`src/hw/rtl/lts_pkg.sv`:
```
// ----------------------------------------------------------------------------
// lts_pkg: shared types and constants of the token scanner
// Scan modes, character codes and the token record that travels through
// the result queue.
// ----------------------------------------------------------------------------
package lts_pkg;

    localparam int unsigned MAX_TEXT_DEFAULT = 65536;
    localparam int unsigned POS_W            = 17;
    localparam int unsigned START_W          = 16;
    localparam int unsigned LEN_W            = 17;

    typedef enum logic [2:0] {
        MODE_IDLE    = 3'd0,
        MODE_SYMBOL  = 3'd1,
        MODE_STRING  = 3'd2,
        MODE_ESCAPE  = 3'd3,
        MODE_COMMENT = 3'd4
    } scan_mode_t;

    localparam logic [7:0] CH_SPACE     = 8'h20;
    localparam logic [7:0] CH_TAB       = 8'h09;
    localparam logic [7:0] CH_NEWLINE   = 8'h0A;
    localparam logic [7:0] CH_VTAB      = 8'h0B;
    localparam logic [7:0] CH_FORMFEED  = 8'h0C;
    localparam logic [7:0] CH_RETURN    = 8'h0D;
    localparam logic [7:0] CH_COMMA     = 8'h2C;
    localparam logic [7:0] CH_LBRACKET  = 8'h5B;
    localparam logic [7:0] CH_RBRACKET  = 8'h5D;
    localparam logic [7:0] CH_LBRACE    = 8'h7B;
    localparam logic [7:0] CH_RBRACE    = 8'h7D;
    localparam logic [7:0] CH_LPAREN    = 8'h28;
    localparam logic [7:0] CH_RPAREN    = 8'h29;
    localparam logic [7:0] CH_APOS      = 8'h27;
    localparam logic [7:0] CH_BACKTICK  = 8'h60;
    localparam logic [7:0] CH_CARET     = 8'h5E;
    localparam logic [7:0] CH_AT        = 8'h40;
    localparam logic [7:0] CH_DQUOTE    = 8'h22;
    localparam logic [7:0] CH_BACKSLASH = 8'h5C;
    localparam logic [7:0] CH_SEMICOLON = 8'h3B;

    typedef struct packed {
        logic [START_W-1:0] start;
        logic [LEN_W-1:0]   length;
        logic               end_tok;
        logic               unterm;
        logic               last;
    } token_t;

    function automatic logic is_separator(input logic [7:0] c);
        return c == CH_SPACE || c == CH_TAB || c == CH_NEWLINE || c == CH_VTAB ||
               c == CH_FORMFEED || c == CH_RETURN || c == CH_COMMA;
    endfunction

    function automatic logic is_single(input logic [7:0] c);
        return c == CH_LBRACKET || c == CH_RBRACKET || c == CH_LBRACE ||
               c == CH_RBRACE || c == CH_LPAREN || c == CH_RPAREN ||
               c == CH_APOS || c == CH_BACKTICK || c == CH_CARET || c == CH_AT;
    endfunction

endpackage

```
`src/hw/rtl/lisp_token_scanner_top.sv`:
```
// ----------------------------------------------------------------------------
// lisp_token_scanner_top: s-expression token scanner
// Usage:
//   Input channel (in_valid / in_stall): one source character per beat in
//   ch, or a beat with end_of_text set that closes the text.
//   Output channel (out_valid / out_stall): one token record per beat,
//   token_start and token_length, with end_token on the closing record
//   and last_result on the final record caused by an input beat.
//   An input beat is classified and the scan mode updated in the cycle it
//   is taken; its records are registered into a four-entry result queue,
//   whose head record drives the output. A character beat gives zero, one
//   or two records, the end beat one or two.
//   Throughput is one input beat per cycle while the queue drains at least
//   as fast as it fills; in_stall rises whenever the queue has fewer than
//   two free entries, so a beat giving two records leaves one per output beat.
//   A stalled receiver holds the head record steady and backs up the input.
//   Reset empties the queue and returns to the idle mode at offset zero;
//   after the end token the scanner returns to the same state.
//   Characters at or beyond the text limit are dropped without effect.
// ----------------------------------------------------------------------------
module lisp_token_scanner_top #(
    parameter int unsigned MAX_TEXT = lts_pkg::MAX_TEXT_DEFAULT
) (
    input  logic                         clk,
    input  logic                         rst_n,
    input  logic                         in_valid,
    output logic                         in_stall,
    input  logic [7:0]                   ch,
    input  logic                         end_of_text,
    output logic                         out_valid,
    input  logic                         out_stall,
    output logic [lts_pkg::START_W-1:0]  token_start,
    output logic [lts_pkg::LEN_W-1:0]    token_length,
    output logic                         end_token,
    output logic                         unterminated_string,
    output logic                         last_result
);

    localparam int unsigned TEXT_LIMIT = (MAX_TEXT < 65536) ? MAX_TEXT : 65536;
    localparam int unsigned QDEPTH     = 4;
    localparam int unsigned QPTR_W     = $clog2(QDEPTH);
    localparam int unsigned QCNT_W     = $clog2(QDEPTH + 1);

    lts_pkg::scan_mode_t                 mode_reg, mode_next;
    logic [lts_pkg::START_W-1:0]         begin_reg, begin_next;
    logic [lts_pkg::POS_W-1:0]           pos_reg, pos_next;

    lts_pkg::token_t                     queue_mem [QDEPTH];
    logic [QPTR_W-1:0]                   wr_ptr_reg, rd_ptr_reg;
    logic [QCNT_W-1:0]                   count_reg;

    lts_pkg::token_t                     res0, res1;
    logic [1:0]                          res_count;
    logic                                in_take, out_take;
    logic [lts_pkg::LEN_W-1:0]           open_len, string_len;
    logic                                at_limit;

    assign in_stall  = count_reg > QCNT_W'(QDEPTH - 2);
    assign in_take   = in_valid && !in_stall;
    assign out_valid = count_reg != '0;
    assign out_take  = out_valid && !out_stall;

    assign open_len   = pos_reg - {1'b0, begin_reg};
    assign string_len = pos_reg + 17'd1 - {1'b0, begin_reg};
    assign at_limit   = pos_reg >= lts_pkg::POS_W'(TEXT_LIMIT);

    always_comb
    begin
        mode_next  = mode_reg;
        begin_next = begin_reg;
        pos_next   = pos_reg;
        res0       = '0;
        res1       = '0;
        res_count  = 2'd0;

        if (end_of_text)
        begin
            // close any open symbol, then the end marker
            res1.end_tok = 1'b1;
            res1.last    = 1'b1;
            res1.unterm  = (mode_reg == lts_pkg::MODE_STRING) ||
                           (mode_reg == lts_pkg::MODE_ESCAPE);
            if (mode_reg == lts_pkg::MODE_SYMBOL)
            begin
                res0.start  = begin_reg;
                res0.length = open_len;
                res_count   = 2'd2;
            end
            else
            begin
                res0      = res1;
                res_count = 2'd1;
            end
            mode_next  = lts_pkg::MODE_IDLE;
            begin_next = '0;
            pos_next   = '0;
        end
        else if (!at_limit)
        begin
            pos_next = pos_reg + 17'd1;
            unique case (mode_reg)
                lts_pkg::MODE_SYMBOL:
                begin
                    res0.start  = begin_reg;
                    res0.length = open_len;
                    res1.start  = pos_reg[lts_pkg::START_W-1:0];
                    res1.length = 17'd1;
                    res1.last   = 1'b1;
                    if (lts_pkg::is_separator(ch))
                    begin
                        res0.last = 1'b1;
                        res_count = 2'd1;
                        mode_next = lts_pkg::MODE_IDLE;
                    end
                    else if (lts_pkg::is_single(ch))
                    begin
                        res_count = 2'd2;
                        mode_next = lts_pkg::MODE_IDLE;
                    end
                end
                lts_pkg::MODE_STRING:
                begin
                    if (ch == lts_pkg::CH_BACKSLASH)
                    begin
                        mode_next = lts_pkg::MODE_ESCAPE;
                    end
                    else if (ch == lts_pkg::CH_DQUOTE)
                    begin
                        res0.start  = begin_reg;
                        res0.length = string_len;
                        res0.last   = 1'b1;
                        res_count   = 2'd1;
                        mode_next   = lts_pkg::MODE_IDLE;
                    end
                end
                lts_pkg::MODE_ESCAPE:
                begin
                    mode_next = lts_pkg::MODE_STRING;
                end
                lts_pkg::MODE_COMMENT:
                begin
                    if (ch == lts_pkg::CH_NEWLINE)
                        mode_next = lts_pkg::MODE_IDLE;
                end
                default:
                begin
                    mode_next = lts_pkg::MODE_IDLE;
                    if (lts_pkg::is_separator(ch))
                    begin
                        mode_next = lts_pkg::MODE_IDLE;
                    end
                    else if (lts_pkg::is_single(ch))
                    begin
                        res0.start  = pos_reg[lts_pkg::START_W-1:0];
                        res0.length = 17'd1;
                        res0.last   = 1'b1;
                        res_count   = 2'd1;
                    end
                    else if (ch == lts_pkg::CH_DQUOTE)
                    begin
                        begin_next = pos_reg[lts_pkg::START_W-1:0];
                        mode_next  = lts_pkg::MODE_STRING;
                    end
                    else if (ch == lts_pkg::CH_SEMICOLON)
                    begin
                        mode_next = lts_pkg::MODE_COMMENT;
                    end
                    else
                    begin
                        begin_next = pos_reg[lts_pkg::START_W-1:0];
                        mode_next  = lts_pkg::MODE_SYMBOL;
                    end
                end
            endcase
        end
    end

    always_ff @(posedge clk or negedge rst_n)
    begin
        if (!rst_n)
        begin
            mode_reg  <= lts_pkg::MODE_IDLE;
            begin_reg <= '0;
            pos_reg   <= '0;
        end
        else if (in_take)
        begin
            mode_reg  <= mode_next;
            begin_reg <= begin_next;
            pos_reg   <= pos_next;
        end
    end

    // result queue storage: up to two records written per beat
    always_ff @(posedge clk)
    begin
        if (in_take && res_count != 2'd0)
            queue_mem[wr_ptr_reg] <= res0;
        if (in_take && res_count == 2'd2)
            queue_mem[wr_ptr_reg + QPTR_W'(1)] <= res1;
    end

    always_ff @(posedge clk or negedge rst_n)
    begin
        if (!rst_n)
        begin
            wr_ptr_reg <= '0;
            rd_ptr_reg <= '0;
            count_reg  <= '0;
        end
        else
        begin
            if (in_take)
                wr_ptr_reg <= wr_ptr_reg + QPTR_W'(res_count);
            if (out_take)
                rd_ptr_reg <= rd_ptr_reg + QPTR_W'(1);
            count_reg <= count_reg + (in_take ? QCNT_W'(res_count) : '0)
                         - QCNT_W'(out_take);
        end
    end

    assign token_start         = queue_mem[rd_ptr_reg].start;
    assign token_length        = queue_mem[rd_ptr_reg].length;
    assign end_token           = queue_mem[rd_ptr_reg].end_tok;
    assign unterminated_string = queue_mem[rd_ptr_reg].unterm;
    assign last_result         = queue_mem[rd_ptr_reg].last;

endmodule

```
`config.mk`:
```
export PLATFORM = sky130hd
export DESIGN_NAME = lisp_token_scanner_top
export DESIGN_NICKNAME = d
export VERILOG_FILES = /design/src/hw/rtl/lts_pkg.sv /design/src/hw/rtl/lisp_token_scanner_top.sv
export SDC_FILE = /design/constraint.sdc
export NUM_CORES = 1
export LEC_CHECK = 0
export BUFFER_PORTS_ARGS = -buffer_cell sky130_fd_sc_hd__buf_2
export CORE_MARGIN = 1
export CORE_UTILIZATION = 60
export DETAILED_ROUTE_END_ITERATION = 8
export GPL_TIMING_DRIVEN = 0
export PLACE_DENSITY = 0.75
export SYNTH_ARGS = -nofsm -noshare
export SYNTH_HDL_FRONTEND = slang
export SYNTH_SLANG_ARGS = --single-unit
```
`constraint.sdc`:
```
create_clock -name clk -period 4.5 [get_ports clk]
set_input_delay 0.225 -clock clk [delete_from_list [all_inputs] [get_ports clk]]
set_output_delay 0.225 -clock clk [all_outputs]
set_load 0.1 [all_outputs]
```
==> metrics.md, run 1 <==
| Metric | Value |
|---|---|
| Status | `finished clean` |
| Die width | `135.7 um` |
| Largest register FFs | `144` |
| Syn Nets | `1085` |
| RSZ-0062 raised after global routing | `no` |
| Max_slew headroom | `23.23%` |
| Die area | `18430 sq um` |
| Most common flop cell mapped by yosys | `edfxtp_1` |
| GPL Wtd Cong | `0.9681` |
| First drt pass iteration count | `6` |
| Filler cells | `1319` |
| Asr flop ratio synth | `22.99%` |
| M3 GR Usage | `8.118%` |
| Average wire per standard cell | `23.52 um` |
| Worst Skew | `0.01329 ns` |
| Nets@finish | `1155` |
| Residual DRC | `0` |
| Layout cell share with drive strength beyond 1 | `14.90%` |
| Crit end category | `flip-flop` |
| Cell Area, Synth | `10730 sq um` |
| Max cap viols | `0` |
| Cts repair resizes | `0` |
| Synth area leaders | `edfxtp_1 22%, dfxtp_1 12%, dfrtp_1 10%` |
| DRT antenna net count | `0` |
| Fmax | `244.1 MHz` |
| Global-route wire length before repair | `47970 um` |
| Vias in the first global route | `8552` |
| Global Route Usage Sum | `35.33%` |
| R2R depth | `16` |
| Clock-pin slew on the worst setup and hold paths | `0.08 ns` |
| I/O pin count | `51` |
| Via count | `9160` |
| Most frequent cells in the layout | `110 x nor2_1, 80 x edfxtp_1, 73 x nand2_1, 64 x a32o_1, 64 x dfxtp_1` |
| Initial antenna violation count | `0` |
| Initial cell density of the core | `61.83%` |
| Clock Latency Late Sink | `0.44 ns` |
| Fin util | `68.80%` |
| R2R Path End | `queue_mem[1][19]` |
| Hold_buf cts | `0` |
| DP HPWL | `22560 um` |
| Standard-cell row count | `48` |
| Worst-margin pin slew | `1.151 ns` |
| Initial DRC count | `1153` |
| I/O Buffers | `49` |
| Register area share after synthesis | `44.35%` |
| Arr. time, crit path | `4.39 ns` |
| Synth cell types | `78` |
| GR Layer Usage met1 | `48.60%` |
| Grt ovf | `0` |
| GRT busiest layer | `met2` |
| Crit Path Class | `reg -> reg` |
| Warnings from Yosys | `0` |
| Core Area | `17360 sq um` |
| CTS tree | `built` |
| Final Hold Viols | `0` |
| Syn avg cell area | `10.41 sq um` |
| Seq cells post-synth | `187` |
| VDD IR max | `0.6881 mV` |
| Number of synthesized flops with an enable pin | `80` |
| Synth Instances | `1031` |
| Startpoint Class | `flip-flop` |
| Worst endpoint required time | `4.79 ns` |
| Hold Path Class | `in -> async` |
| Area Growth Syn to Fin | `11.27%` |
| ANT cells | `0` |
| Top cell type's share of synthesized area | `22.39%` |
| # H-tree levels | `4` |
| Clk root buf | `clkbuf_16` |
| Clock sink total | `187` |
| Clock Tree Buf Depth | `2` |
| Largest net degree at the start of global routing | `44` |
| R2r setup slk | `0.40 ns` |
| Finish-stage setup viols | `0` |
| Max Slew Vio Count | `0` |
| Via/cell ratio | `6.841` |
| Total Wirelength | `31490 um` |
| Final setup TNS | `0 ns` |
| Postcts setup bufs | `0` |
| Critical path peak fanout | `8` |
| PwrDens | `785.5 nW/um^2` |
| LEAKAGE | `4.531 nW` |
| GR met2 Demand/Resource | `52.58%` |
| Start point of the critical path | `pos_reg[6]` |
| Largest area contributor in the netlist | `edfxtp_1` |
| Fin crit period | `4.097 ns` |
| CTS buffer count | `17` |
| Period utilization | `91.04%` |
| Die height | `135.7 um` |
| Most common cell after layout, fill and taps aside | `nor2_1` |
| Worst flop-to-flop path startpoint | `pos_reg[6]` |
worst max-delay path, stage by stage (launching register included):
cell and delay (ns):
dfrtp_1 0.36, clkbuf_1 0.37, and3_1 0.26, and3_1 0.20, nand3_1 0.17, nor2_1 0.34, nand2_1 0.15, xnor2_1 0.17
ha_1 0.40, and3_1 0.22, nand2_1 0.06, a211oi_1 0.23, o21ai_0 0.20, a31oi_1 0.22, xor2_1 0.10, a22oi_1 0.35
a211oi_1 0.15
area by class of cell:
type / count / area [sq um] / share of cell area [%]
buffer: 76 / 320.3 / 2.682
clock inverter: 13 / 176.4 / 1.477
inverter: 33 / 123.9 / 1.037
clock buffer: 19 / 452.9 / 3.793
multi-input combinational: 735 / 5552 / 46.49
tap: 225 / 281.5 / 2.357
sequential: 187 / 4760 / 39.86
timing repair buffer: 51 / 275.3 / 2.305
kinds of logic (layout without fill, tap and decap cells):
| family | count (synthesis) | after routing | share of synthesized area (%) |
|---|---|---|---|
| adders and majority gates | 41 | 41 | 4.990 |
| AOI/OAI and AO/OA | 294 | 294 | 20.94 |
| buffers and inverters | 109 | 192 | 4.116 |
| xor gates and xnor gates | 40 | 40 | 3.265 |
| muxes | 45 | 45 | 8.406 |
| DFF | 187 | 187 | 44.35 |
| and+or+nand+nor | 315 | 315 | 13.93 |
power breakdown:
group / leakage [nW] / switching (W) / total, W / internal, W
Clock: 0.314 / 0.000717 / 0.00164 / 0.000920
Combinational: 2.35 / 0.00382 / 0.00532 / 0.00150
Sequential: 1.87 / 0.000223 / 0.00243 / 0.00220
through the flow:
stage	power, W	hold slack (ns)	worst slack [ns]	area (sq um)	instances
2_1_floorplan	0.006677	-0.07059	0.7703	10730	1031
3_3_place_gp	0.007593	0.4401	-0.4473	11260	1305
3_5_place_dp	0.007696	0.4468	0.05644	11300	1307
4_1_cts	0.009316	0.03263	0.008294	11930	1339
5_1_grt	0.009795	0.08269	0.07439	11940	1339
6_report	0.009380	0.003297	0.4032	11940	1339
how the worst max path moves through the flow:
stage,to,slack (ns),cells after the start
floorplan,queue_mem[2][0],0.77,7
finish,queue_mem[1][19],0.40,16
detailed placement,queue_mem[2][15],0.06,13
CTS,queue_mem[2][15],0.008,13
global route,queue_mem[1][18],0.07,15
global placement,queue_mem[3][28],-0.45,7
layer usage:
metal	wire (um)	part of all wire [%]
met3	3026	9.6
met2	14270	45
met4	1105	3.5
met1	13090	42
met5	0	0
Yosys cell counts (4+ instances only):
| cell type | instances |
|---|---|
| o21ai_0 | 55 |
| a22oi_1 | 9 |
| xor2_1 | 15 |
| nor2b_1 | 10 |
| buf_1 | 6 |
| o2111ai_1 | 4 |
| mux4_2 | 36 |
| nand2_1 | 73 |
| and2_1 | 6 |
| a21o_1 | 9 |
| inv_1 | 31 |
| o22ai_1 | 7 |
| a211o_1 | 6 |
| edfxtp_1 | 80 |
| clkbuf_1 | 55 |
| and3_1 | 11 |
| nor3_1 | 34 |
| dfxtp_1 | 64 |
| nor2_1 | 110 |
| buf_2 | 11 |
| a22o_1 | 13 |
| a21oi_1 | 38 |
| or3_1 | 4 |
| a211oi_1 | 40 |
| o31ai_1 | 10 |
| nand3_1 | 31 |
| a31oi_1 | 4 |
| nand2b_1 | 9 |
| a32o_1 | 64 |
| xnor2_1 | 25 |
| mux2i_1 | 8 |
| ha_1 | 38 |
| dfrtp_1 | 43 |
| o21a_1 | 4 |
Note: power is estimated with default switching activity, not from simulation.
==> run 2: changes to the inputs <==
--- a/config.mk
+++ b/config.mk
@@ -5,9 +5,11 @@
 export SDC_FILE = /design/constraint.sdc
 export NUM_CORES = 1
 export LEC_CHECK = 0
+export ABC_AREA = 1
 export BUFFER_PORTS_ARGS = -buffer_cell sky130_fd_sc_hd__buf_2
 export CORE_MARGIN = 1
 export CORE_UTILIZATION = 60
+export CTS_CLUSTER_DIAMETER = 120
 export DETAILED_ROUTE_END_ITERATION = 8
 export GPL_TIMING_DRIVEN = 0
 export PLACE_DENSITY = 0.75
==> metrics.md, run 2 <==
| Metric | Value |
|---|---|
| I/O Buffers | `50` |
| Crit Path Class | `reg -> reg` |
| Hold Path Class | `in -> async` |
| Layout cell share with drive strength beyond 1 | `9.009%` |
| Syn avg cell area | `6.928 sq um` |
| GPL Wtd Cong | `0.9709` |
| Global-route wire length before repair | `61590 um` |
| Postcts setup bufs | `0` |
| Worst-margin pin slew | `1.126 ns` |
| Status | `complete, but fails checks` |
| Top cells by count, synth | `476 x nand2_1, 223 x inv_1, 204 x nor2_1, 146 x nand3_1, 130 x o21ai_0` |
| Critical path peak fanout | `8` |
| Most common flop cell mapped by yosys | `edfxtp_1` |
| Finish-stage setup viols | `0` |
| Total Wirelength | `39650 um` |
| Core Area | `20360 sq um` |
| Cell Area, Synth | `12510 sq um` |
| Residual DRC | `0` |
| Area Growth Syn to Fin | `9.195%` |
| Failing checks | `negative hold slack` |
| Mux contribution to synthesized area | `0%` |
| Largest net degree at the start of global routing | `44` |
| Initial antenna violation count | `0` |
| Fmax | `261.5 MHz` |
| Asr flop ratio synth | `22.99%` |
| Arr. time, crit path | `4.16 ns` |
| DRT antenna net count | `0` |
| CTS tree | `built` |
| Final setup TNS | `0 ns` |
| Max_slew headroom | `24.95%` |
| Warnings from Yosys | `0` |
| Initial DRC count | `1501` |
| CTS buffer count | `17` |
| Max Slew Vio Count | `0` |
| Largest family of logic cells by synthesized area | `simple AND/OR/NAND/NOR gates` |
| Standard-cell row count | `52` |
| Clock Tree Buf Depth | `2` |
| # H-tree levels | `4` |
| Clock-pin slew on the worst setup and hold paths | `0.07 ns` |
| Die height | `146.4 um` |
| XOR/XNOR share of the synthesized area | `1.261%` |
| Seq cells post-synth | `187` |
| Compound-gate portion of the synthesized area | `13.60%` |
| Most frequent cells in the layout | `476 x nand2_1, 223 x inv_1, 204 x nor2_1, 146 x nand3_1, 130 x o21ai_0` |
| Cts repair resizes | `0` |
| First drt pass iteration count | `6` |
| Largest register FFs | `144` |
| DP HPWL | `30200 um` |
| Fin crit period | `3.824 ns` |
| Synth Area in Adders | `4.282%` |
| Grt ovf | `0` |
| Via count | `12.65k` |
| Global Route Usage Sum | `37.50%` |
| Clock sink total | `187` |
| Vias in the first global route | `11.35k` |
| Period utilization | `84.99%` |
| Placed cell areas | `13090 sq um` |
| Worst Skew | `0.01720 ns` |
| Synth area leaders | `edfxtp_1 19%, nand2_1 14%, dfxtp_1 10%` |
| Final Hold Viols | `15` |
| Most common cell after layout, fill and taps aside | `nand2_1` |
| Register area share after synthesis | `38.06%` |
| Synth cell types | `44` |
| Simple-gate area share of the yosys netlist | `31.88%` |
| ANT cells | `0` |
| Clk root buf | `clkbuf_16` |
| RSZ-0062 raised after global routing | `no` |
| Fin area | `13660 sq um` |
| Die area | `21420 sq um` |
| Nets@finish | `1928` |
| R2R depth | `17` |
| Filler cells | `1831` |
| Via/cell ratio | `5.863` |
| Average wire per standard cell | `18.38 um` |
| Fin Hold WS | `-0.01772 ns` |
| Synth Instances | `1805` |
| Hold_buf cts | `0` |
| Max cap viols | `0` |
| I/O pin count | `51` |
| Fin util | `67.06%` |
| Initial cell density of the core | `61.41%` |
| Clock Latency Late Sink | `0.46 ns` |
| Syn Nets | `1859` |
| Top-count cell post-synth | `nand2_1` |
| Number of synthesized flops with an enable pin | `80` |
| Top cell type's share of synthesized area | `19.21%` |
| Crit end category | `flip-flop` |
| Startpoint Class | `flip-flop` |
| Largest area contributor in the netlist | `edfxtp_1` |
| Worst endpoint required time | `4.84 ns` |
| Die width | `146.4 um` |
[run 2: final timing paths]
kind / startpoint / to / slack, ns
max in group asynchronous: rst_n / pos_reg[4] / 3.82
hold reg to reg: count_reg[2] / count_reg[2] / 0.50
setup reg to reg: pos_reg[1] / queue_mem[1][15] / 0.68
hold / removal: rst_n / count_reg[2] / -0.02
min in group clk: out_stall / rd_ptr_reg[0] / 0.11
setup / recovery: pos_reg[1] / queue_mem[1][15] / 0.68
[run 2: critical path, stage by stage (launching register included)]
cell	delay [ns]
dfrtp_1	0.55
inv_1	0.15
nor3_2	0.31
nand3_1	0.20
nor2_1	0.27
nand4_1	0.19
nand2_1	0.15
inv_1	0.06
ha_1	0.37
a21oi_1	0.24
nand2_1	0.12
inv_1	0.06
nand2_1	0.06
or2_2	0.27
nand3_1	0.08
o21ai_0	0.33
nor2_1	0.22
nor2_1	0.07
[run 2: routing by layer]
layer	share of wire [%]	vias up	track usage (%)
met4	3.6	0	15.10
met5	0	-	0
met3	9.6	119	5.375
met1	42	5818	51.61
met2	45	688	59.55
li1	-	6022	-
[run 2: final cells by class]
class,count,area (sq um),share of cell area [%]
well taps,270,337.8,2.474
clock inverters,14,132.6,0.9712
plain buffers,90,473.0,3.463
flip-flops and latches,187,4760,34.85
multi-input cells,1290,6380,46.72
clock buffers,18,429.2,3.143
repair buffers,50,250.2,1.833
inverters,238,893.4,6.542
[run 2: per-stage QoR]
| step | hold slack (ns) | std cells | setup slack [ns] |
|---|---|---|---|
| 3_5_place_dp | 0.4891 | 2125 | 0.7942 |
| 5_1_grt | 0.05814 | 2157 | 0.2662 |
| 4_1_cts | 0.01428 | 2157 | 0.7689 |
| 2_1_floorplan | -0.07059 | 1805 | 1.539 |
| 6_report | -0.01772 | 2157 | 0.6756 |
| 3_3_place_gp | 0.4881 | 2125 | 0.8065 |
[run 2: cells by family after synthesis]
kind of cell | after synthesis
AND/OR/NAND/NOR | 912
buffers and inverters | 328
AO/OA/AOI/OAI | 319
flip-flops | 187
adder cells (fa/ha/maj) | 41
XOR/XNOR | 18
Power of run 2 is left out: the tool's default activity adds up to more than one toggle a clock period on the data nets, which glitch-free logic cannot reach.
